### config.mk
export PLATFORM = sky130hd
export DESIGN_NAME = sync_length_checksum_frame_receiver_top
export DESIGN_NICKNAME = d
export VERILOG_FILES = /design/src/design/slcfr_pkg.sv /design/src/design/sync_length_checksum_frame_receiver_top.sv /design/src/design/slcfr_parser.sv
export SDC_FILE = /design/constraint.sdc
export NUM_CORES = 1
export LEC_CHECK = 0
export BUFFER_PORTS_ARGS = -buffer_cell sky130_fd_sc_hd__buf_2
export CAP_MARGIN = 0
export CORE_MARGIN = 1
export CORE_UTILIZATION = 60
export DETAILED_ROUTE_END_ITERATION = 6
export PLACE_DENSITY = 0.88
export SETUP_SLACK_MARGIN = 0.05
export SYNTH_ARGS = -nofsm -noshare
export SYNTH_HDL_FRONTEND = slang
export SYNTH_SLANG_ARGS = --single-unit
### constraint.sdc
create_clock -name clk_i -period 8.61 [get_ports clk_i]
set_input_delay 1.722 -clock clk_i [delete_from_list [all_inputs] [get_ports clk_i]]
set_output_delay 1.722 -clock clk_i [all_outputs]
set_load 0.01 [all_outputs]
### src/design/slcfr_pkg.sv
`default_nettype none

package slcfr_pkg;

  localparam int unsigned SyncWidth  = 8;
  localparam int unsigned LenWidth   = 16;
  localparam int unsigned CfgWidth   = 16;
  localparam int unsigned CfgIdxWidth = 1;

  // input operation codes
  localparam logic OpByte    = 1'b0;
  localparam logic OpTimeout = 1'b1;

  // configuration register indexes
  localparam logic [CfgIdxWidth-1:0] CfgSyncValue = 1'd0;
  localparam logic [CfgIdxWidth-1:0] CfgMaxLength = 1'd1;

  // frame status codes
  localparam logic [1:0] StOk        = 2'd0;
  localparam logic [1:0] StMismatch  = 2'd1;
  localparam logic [1:0] StBadLength = 2'd2;
  localparam logic [1:0] StTimeout   = 2'd3;

  // smallest legal length field: two length bytes plus two checksum bytes
  localparam logic [LenWidth-1:0] MinLength = 16'd4;

  typedef struct packed {
    logic [SyncWidth-1:0] sync_value;
    logic [LenWidth-1:0]  max_length;
  } cfg_t;

  typedef struct packed {
    logic       valid;
    logic       is_status;
    logic [7:0] body_byte;
    logic [1:0] frame_status;
  } result_t;

endpackage

`default_nettype wire

### src/design/sync_length_checksum_frame_receiver_top.sv
`default_nettype none
// Latency: a result item is valid in the cycle after its input item is accepted.
// Throughput: one input item per cycle while in_stall_o is low; the frame state updates in a single pass.
// A pending result in the output register does not block input while it drains.
// Reset (rst_ni, async, active low): hunting first sync, frame state cleared,
// sync_value = 0x55, max_frame_length = 30, output register empty.

module sync_length_checksum_frame_receiver_top (
  input  wire logic        clk_i,
  input  wire logic        rst_ni,
  // input channel
  input  wire logic        in_valid_i,
  output logic             in_stall_o,
  input  wire logic        operation_i,
  input  wire logic [7:0]  rx_byte_i,
  // result channel
  output logic             out_valid_o,
  input  wire logic        out_stall_i,
  output logic             is_status_o,
  output logic [7:0]       body_byte_o,
  output logic [1:0]       frame_status_o,
  // configuration write port
  input  wire logic                              cfg_we_i,
  input  wire logic [slcfr_pkg::CfgIdxWidth-1:0] cfg_index_i,
  input  wire logic [slcfr_pkg::CfgWidth-1:0]    cfg_data_i
);
  import slcfr_pkg::*;

  cfg_t    cfg_q;
  result_t result;
  logic    in_accept;

  logic       out_valid_q, out_valid_d;
  logic       is_status_q;
  logic [7:0] body_byte_q;
  logic [1:0] frame_status_q;

  // Stall only when a result is held and the sink is not taking it this cycle.
  assign in_stall_o = out_valid_q && out_stall_i;
  assign in_accept  = in_valid_i && !in_stall_o;

  // Configuration registers; the user must write them only while the block is idle, the block does not enforce it.
  always_ff @(posedge clk_i or negedge rst_ni) begin
    if (!rst_ni) begin
      cfg_q.sync_value <= 8'h55;
      cfg_q.max_length <= 16'd30;
    end else if (cfg_we_i) begin
      unique case (cfg_index_i)
        CfgSyncValue: cfg_q.sync_value <= cfg_data_i[SyncWidth-1:0];
        CfgMaxLength: cfg_q.max_length <= cfg_data_i[LenWidth-1:0];
        default: ;
      endcase
    end
  end

  // Frame parser: holds phase, length, body count, running sum, low checksum byte.
  slcfr_parser u_parser (
    .clk_i       (clk_i),
    .rst_ni      (rst_ni),
    .accept_i    (in_accept),
    .operation_i (operation_i),
    .rx_byte_i   (rx_byte_i),
    .cfg_i       (cfg_q),
    .result_o    (result)
  );

  // Output register: loads on accept, empties when the sink takes the item.
  always_comb begin
    out_valid_d = out_valid_q;
    if (in_accept) begin
      out_valid_d = result.valid;
    end else if (!out_stall_i) begin
      out_valid_d = 1'b0;
    end
  end

  always_ff @(posedge clk_i or negedge rst_ni) begin
    if (!rst_ni) begin
      out_valid_q <= 1'b0;
    end else begin
      out_valid_q <= out_valid_d;
    end
  end

  // payload needs no reset
  always_ff @(posedge clk_i) begin
    if (in_accept && result.valid) begin
      is_status_q    <= result.is_status;
      body_byte_q    <= result.body_byte;
      frame_status_q <= result.frame_status;
    end
  end

  assign out_valid_o    = out_valid_q;
  assign is_status_o    = is_status_q;
  assign body_byte_o    = body_byte_q;
  assign frame_status_o = frame_status_q;

endmodule

`default_nettype wire

### src/design/slcfr_parser.sv
`default_nettype none

module slcfr_parser (
  input  wire logic              clk_i,
  input  wire logic              rst_ni,
  input  wire logic              accept_i,
  input  wire logic              operation_i,
  input  wire logic [7:0]        rx_byte_i,
  input  wire slcfr_pkg::cfg_t   cfg_i,
  output slcfr_pkg::result_t     result_o
);
  import slcfr_pkg::*;

  typedef enum logic [2:0] {
    PhSync1  = 3'd0,
    PhSync2  = 3'd1,
    PhLenLo  = 3'd2,
    PhLenHi  = 3'd3,
    PhBody   = 3'd4,
    PhCsLo   = 3'd5,
    PhCsHi   = 3'd6,
    PhUnused = 3'd7
  } phase_e;

  phase_e        phase_q, phase_d;
  logic [15:0]   length_q, length_d;
  logic [15:0]   remain_q, remain_d;
  logic [15:0]   sum_q, sum_d;
  logic [7:0]    cs_lo_q, cs_lo_d;

  logic [15:0]   len_full;
  logic [15:0]   sum_add;
  logic [15:0]   remain_dec;
  logic [15:0]   body_len;

  assign len_full   = {rx_byte_i, length_q[7:0]};
  assign sum_add    = sum_q + {8'd0, rx_byte_i};
  assign remain_dec = remain_q - 16'd1;
  assign body_len   = len_full - MinLength;

  always_comb begin
    phase_d  = phase_q;
    length_d = length_q;
    remain_d = remain_q;
    sum_d    = sum_q;
    cs_lo_d  = cs_lo_q;
    result_o = '0;

    if (operation_i == OpTimeout) begin
      // timeout aborts any frame in progress; ignored while hunting the first sync
      if (phase_q != PhSync1 && phase_q != PhUnused) begin
        result_o.valid        = 1'b1;
        result_o.is_status    = 1'b1;
        result_o.frame_status = StTimeout;
      end
      phase_d  = PhSync1;
      length_d = '0;
      remain_d = '0;
      sum_d    = '0;
      cs_lo_d  = '0;
    end else begin
      unique case (phase_q)
        PhSync2: begin
          phase_d = (rx_byte_i == cfg_i.sync_value) ? PhLenLo : PhSync1;
        end
        PhLenLo: begin
          length_d = {8'd0, rx_byte_i};
          sum_d    = {8'd0, rx_byte_i};
          phase_d  = PhLenHi;
        end
        PhLenHi: begin
          if (len_full < MinLength || len_full > cfg_i.max_length) begin
            result_o.valid        = 1'b1;
            result_o.is_status    = 1'b1;
            result_o.frame_status = StBadLength;
            phase_d  = PhSync1;
            length_d = '0;
            remain_d = '0;
            sum_d    = '0;
            cs_lo_d  = '0;
          end else begin
            length_d = len_full;
            sum_d    = sum_add;
            remain_d = body_len;
            phase_d  = (body_len == '0) ? PhCsLo : PhBody;
          end
        end
        PhBody: begin
          sum_d    = sum_add;
          remain_d = remain_dec;
          if (remain_dec == '0) begin
            phase_d = PhCsLo;
          end
          result_o.valid     = 1'b1;
          result_o.body_byte = rx_byte_i;
        end
        PhCsLo: begin
          cs_lo_d = rx_byte_i;
          phase_d = PhCsHi;
        end
        PhCsHi: begin
          result_o.valid        = 1'b1;
          result_o.is_status    = 1'b1;
          result_o.frame_status = ({rx_byte_i, cs_lo_q} == sum_q) ? StOk : StMismatch;
          phase_d  = PhSync1;
          length_d = '0;
          remain_d = '0;
          sum_d    = '0;
          cs_lo_d  = '0;
        end
        default: begin
          // hunting first sync; unused phase code behaves the same
          phase_d  = (rx_byte_i == cfg_i.sync_value) ? PhSync2 : PhSync1;
          length_d = '0;
          remain_d = '0;
          sum_d    = '0;
          cs_lo_d  = '0;
        end
      endcase
    end
  end

  always_ff @(posedge clk_i or negedge rst_ni) begin
    if (!rst_ni) begin
      phase_q  <= PhSync1;
      length_q <= '0;
      remain_q <= '0;
      sum_q    <= '0;
      cs_lo_q  <= '0;
    end else if (accept_i) begin
      phase_q  <= phase_d;
      length_q <= length_d;
      remain_q <= remain_d;
      sum_q    <= sum_d;
      cs_lo_q  <= cs_lo_d;
    end
  end

endmodule

`default_nettype wire

# Yosys cells after proc, flatten, opt, wreduce, memory -nomap -nowiden
# Cells that the tools add are included.
[word_totals] register_bits=87 output_inout_bits=13
[op_classes] n_addsub=3 n_lt_le_gt_ge=2 n_eq_ne=16 muxes=30 bitwise_logic=2 n_reduce_logical=22
[ops] op="16-bit 2-to-1 mux" n=4
[ops] op="16-bit case mux with 4 select lines" n=1
[ops] op="16-bit case mux with 3 select lines" n=1
[ops] op="8-bit case mux with 3 select lines" n=2
[ops] op="16-bit logical NOT" n=2
[ops] op="8-bit 2-to-1 mux" n=4
[ops] op="3-bit case mux with 6 select lines" n=1
[ops] op="16-bit by 8-bit adder with 16-bit output" n=1
[ops] op="16-bit == test" n=1
[ops] op="16-bit > comparator" n=1
[ops] op="16-bit by 3-bit < comparator with 1-bit output, second input constant" n=1
[ops] op="16-bit by 1-bit subtractor with 16-bit output, second input constant" n=1
[ops] op="16-bit by 3-bit subtractor with 16-bit output, second input constant" n=1
[ops] op="2-bit 2-to-1 mux" n=6
[ops] op="2-bit by 1-bit != test with 1-bit output, second input constant" n=5
[ops] op="2-bit AND reduction" n=5
[ops] op="3-bit == test, second input constant" n=3
[ops] op="3-bit 2-to-1 mux" n=3
[ops] op="3-bit OR reduction" n=3
[ops] op="8-bit == test" n=1
[ops] op="3-bit by 2-bit == test with 1-bit output, second input constant" n=2
[ops] op="3-bit by 2-bit != test with 1-bit output, second input constant" n=2
[ops] op="3-bit AND reduction" n=2
[ops] op="2-bit OR reduction" n=3
[ops] op="10 further kinds" n=19

# Logic depth before layout (Yosys ltp)
[depth] word_depth=6 mapped_depth=10 mapped_depth_nobuf=9

# Hierarchy
# Synthesis repeated with hierarchy kept, for this count alone.
[hier_totals] cells_unflattened=599 hier_area_um2=5642.9
[by_module_without_submodules] module="slcfr_parser" instances=1 cells_per_inst=530 area_per_inst_um2=4264.1 seq_area_each_um2=1276.2
[by_module_without_submodules] module="sync_length_checksum_frame_receiver_top" instances=1 cells_per_inst=69 area_per_inst_um2=1378.8 seq_area_each_um2=965.9

# Worst setup path after synthesis
# Ideal clock, no wire load.
[synth_timing] path_type="input -> register" start="in rx_byte_i[7]" end="reg body_byte_q[0], in the netlist body_byte_o[0], enable pin" arrival_ns=4.026 t_required_ns=8.216 slack_ns=4.190 path_stages=7 n_path_buf=0 path_cell_list="ha_1 nand4_1 a2111o_1 a31oi_1 or2_2 nand4_1 o21ai_0"
[synth_via] elab_chain_len=6 word_cells_on_any_way=7
[synth_rtl] item="from (decl)" line="sync_length_checksum_frame_receiver_top.sv:15" rtl="input wire logic [7:0] rx_byte_i,"
[synth_rtl] item="16-bit by 3-bit < comparator with 1-bit output or 16-bit > comparator (tied branches)" line="slcfr_parser.sv:72" rtl="if (len_full < MinLength || len_full > cfg_i.max_length) begin"
[synth_rtl] item="1-bit logical OR (*)" line="slcfr_parser.sv:72"
[synth_rtl] item="2-bit 2-to-1 mux (*)" line="slcfr_parser.sv:72"
[synth_rtl] item="1-bit case mux with 2 select lines (*)" line="slcfr_parser.sv:62" rtl="unique case (phase_q)"
[synth_rtl] item="2-bit 2-to-1 mux (*)" line="slcfr_parser.sv:49" rtl="if (operation_i == OpTimeout) begin"
[synth_rtl] item="1-bit logical AND (*)" line="sync_length_checksum_frame_receiver_top.sv:87" rtl="if (in_accept && result.valid) begin"
[synth_rtl] item="to (signal assigned)" line="sync_length_checksum_frame_receiver_top.sv:89" rtl="body_byte_q <= result.body_byte;"
[synth_rtl] item="to (decl)" line="sync_length_checksum_frame_receiver_top.sv:35" rtl="logic [7:0] body_byte_q;"
# Mark *: on every way between the ends. The rest lies on a longest branch, timed or not.
# A chain may end at the register's enable or synchronous reset.

# Final worst setup path
[layout_timing] start="in rx_byte_i[7]" end="reg u_parser.sum_q[1]"
[layout_via] elab_chain_len=5 word_cells_on_any_way=6
[layout_rtl] item="16-bit by 3-bit < comparator with 1-bit output or 16-bit > comparator (tied branches)" line="slcfr_parser.sv:72"
[layout_rtl] item="1-bit logical OR (*)" line="slcfr_parser.sv:72"
[layout_rtl] item="16-bit 2-to-1 mux (*)" line="slcfr_parser.sv:72"
[layout_rtl] item="16-bit case mux with 4 select lines (*)" line="slcfr_parser.sv:62"
[layout_rtl] item="16-bit 2-to-1 mux (*)" line="slcfr_parser.sv:49"
[layout_rtl] item="to (signal assigned)" line="slcfr_parser.sv:134" rtl="sum_q <= sum_d;"
[layout_rtl] item="to (decl)" line="slcfr_parser.sv:28" rtl="logic [15:0] sum_q, sum_d;"
# Marked as above.

==> results.toml <==
[global_route]
grt_max_degree = 77
grt_pass1_vias = 4603
grt_antenna_before_repair = 0
grt.total_usage_pct = 30.1
grt_pass1_wl_microns = 22900
overflow = 0

[place]
routabilityCongestion = 0.893
portBuffers = 43
place_hpwl_microns = 9990
place_area_sq_um = 5810

[outcome]
violations = "DRC"
outcome = "complete, but fails checks"

[timing]
tightest_slew_ps = 1340
drv_slew = 0
period_minus_slack_ps = 4480
fin_skew_ps = 7.88
setup_viol = 0
rsz0062_at_grt = "false"
max_freq_ghz = 0.223
hold_violations = 0
fin_hold_ws_ps = 516
slew_headroom_pct = 10.1
fin_tns_setup_ps = 0
finalCritPeriodShare_pct = 52.0

[floorplanning]
row_count = 34
die_h_microns = 98.5
core_sq_um = 8850
start_util_pct = 63.2
ios = 44
die_x_microns = 98.5
die_area_sq_um = 9700

[final_layout]
fin_nets = 672
n_antenna_cell = 0
syn_to_final_growth_pct = 7.01
final_util_pct = 67.6
drive_gt1_share_pct = 17.8
postLayoutCellArea_sq_um = 5980

[clock_tree]
postCtsSetupBuffers = 0
clockBufferDepth = 2
cts_tree = "built"
cts_resized = 0
cts-buffers-inserted = 9
holdBufCountCts = 0
cts.htree.levels = 3
cts_sinks = 87
path_clk_slew_ps = 90
insertion_delay_ps = 360
root_buffer = "clkbuf_8"

[critical_path]
start_kind = "input pin"
reg2reg_from = "cfg_q[1]"
worst_ep_required_time_ps = 8860
endpoint_kind = "register"
crit_fanout = 22
arrival_ps = 4720
critPathLaunch = "rx_byte_i[7]"
crit_type = "input pin to register"

[yosys]
synth_edf_count = 11
ys_seq_area_share_pct = 40.1
yosysWarnings = 0
syn_inst = 592
synth.distinct_cells = 64
ys_seq_elements = 87
ys.flop_type = "dfrtp_1"
synth_nets = 652
netlist_area_sq_um = 5590
synthArstFlopShare_pct = 87.4
syn_area_per_cell_sq_um = 9.44

[power_and_ir_drop]
intPower_mw = 0.603
p_comb_share_pct = 16.9
cellLeakagePower_nw = 2.76
p_sw_mw = 0.263
p_clk_share_pct = 30.3
p_total_mw = 0.866
cellPowerDensity_nw_per_um2 = 145
swShare_pct = 30.3
ir_drop_mv = 0.104
p_seq_share_pct = 52.8

[drt]
via_per_inst = 6.56
via_count = 4755
route.detailed.drc = 5
avgRoutedWirePerCell_microns = 19.0
first_pass_iters = 7
drt-total-wl_microns = 13800
antenna_left = 0
first_iter_violations = 622

[job]
cap_violations = 0

[hold_path]
hold_path_class = "register to register"
min_from = "cfg_q[10]"
[cells in the mapped netlist (all sizes together), types with 2 or more instances]
cell type,count,area (sq um)
mux2,24,270
a21o,6,45.0
and2,15,96.3
a21oi,34,170
nand4,10,62.6
a22o,7,61.3
nor3,14,80.1
or4,6,52.6
clkbuf,24,91.3
o211ai,2,15.0
a22oi,8,60.1
nand3b,2,15.0
nand3,5,25.0
a221o,9,90.1
nor2b,5,31.3
nor4,20,153
xor2,32,280
a211o,3,26.3
o31ai,4,35.0
a2bb2oi,3,26.3
o221ai,9,78.8
inv,34,128
edfxtp,11,330
nor4b,3,32.5
buf,12,68.8
a31oi,4,40.0
dfrtp,68,1700
nand2b,5,31.3
a2111o,3,33.8
xnor2,14,123
or2,6,37.5
nand2,53,199
o21ai,48,240
or3,5,31.3
dfstp,8,210
a311oi,2,17.5
ha,28,350
nor2,33,124
[cell type report]
class                      count  area, sq um
tap                          108          135
clock inverter                 7         48.8
clock buffer                   9          124
fill                         663         2870
sequential                    87         2240
inverter                      34          128
timing repair buffer          45          233
multi-input combinational    435         3070
[path summary, 6_finish.rpt]
kind	slack (ps)	cells after the start	endpoint
worst max-delay path	4130	8	u_parser.sum_q[1]
worst min-delay path	520	1	cfg_q[10]
worst max register to register	5120	9	u_parser.sum_q[1]
worst min register to register	520	1	cfg_q[10]
max in group asynchronous	6480	1	u_parser.sum_q[7]
min in group asynchronous	1500	1	u_parser.remain_q[11]
[worst max-delay path, cell delays in order]
cell	delay (ps)
buf_2	190
ha_1	350
nand4_1	180
a2111o_1	430
a31oi_1	470
or4_1	660
nand2_1	280
a221o_1	430
[metal layers]
| layer | track usage [%] | routed length (microns) | vias up | share of wire [%] |
|---|---|---|---|---|
| li1 | - | - | 2189 | - |
| met3 | 4.75 | 1160 | 41 | 8.4 |
| met2 | 48.3 | 6510 | 250 | 47 |
| met4 | 12.9 | 474 | 0 | 3.4 |
| met1 | 40.7 | 5640 | 2275 | 41 |
| met5 | 0 | 0 | - | 0 |
[state kept, by name (all words and copies together), names as in the netlist]
name,cells
u_parser.remain_q,16
body_byte_o,8
is_status_o,1
cfg_q,24
frame_status_o,2
u_parser.cs_lo_q,8
u_parser.length_q,8
u_parser.phase_q,3
u_parser.sum_q,16
out_valid_o,1
[placed cells by master (no fill, tap or decap), types with 3 or more instances in the layout]
cell type	count
dfrtp_1	68
nand2_1	53
o21ai_0	47
buf_2	42
inv_1	34
a21oi_1	34
nor2_1	33
xor2_1	32
ha_1	28
mux2_2	24
nor4_1	16
and2_1	14
xnor2_1	14
nor3_1	11
edfxtp_1	11
nand4_1	10
o221ai_1	9
a221o_1	9
clkbuf_8	9
a22oi_1	8
dfstp_2	8
a22o_1	7
a21o_1	6
nand3_1	5
nand2b_1	5
nor2b_1	5
or2_2	5
or3_1	5
or4_1	4
a2111o_1	3
a2bb2oi_1	3
a31oi_1	3
nor3_2	3
nor4_2	3
o31ai_1	3
a211o_1	3
buf_4	3
[logic make-up (layout without fill, tap and decap cells)]
kind of cell               Yosys count  count (layout)  share of synthesized area, %
and+or+nand+nor                    185             185                          17.8
AOI/OAI and AO/OA                  151             151                          18.2
DFF                                 87              87                          40.1
buffers and inverters               70              95                          5.15
xor gates and xnor gates            46              46                          7.21
adders and majority gates           29              29                          6.63
muxes                               24              24                          4.84
[metrics by stage]
stage                     cells  setup WS (ps)
after floorplan             592           4190
after global placement      709           3970
after detailed placement    709           3820
after CTS                   725           4200
after global routing        725           3990
final                       725           4130
[power groups by stage]
stage / registers (mW) / logic, mW / clock network (mW)
final: 0.457 / 0.147 / 0.262
after global routing: 0.460 / 0.163 / 0.279
after CTS: 0.457 / 0.145 / 0.261
after detailed placement: 0.465 / 0.145 / 0
after global placement: 0.464 / 0.136 / 0
after floorplan: 0.460 / 0.0998 / 0
No activity file was read; power rests on OpenSTA's default activity.
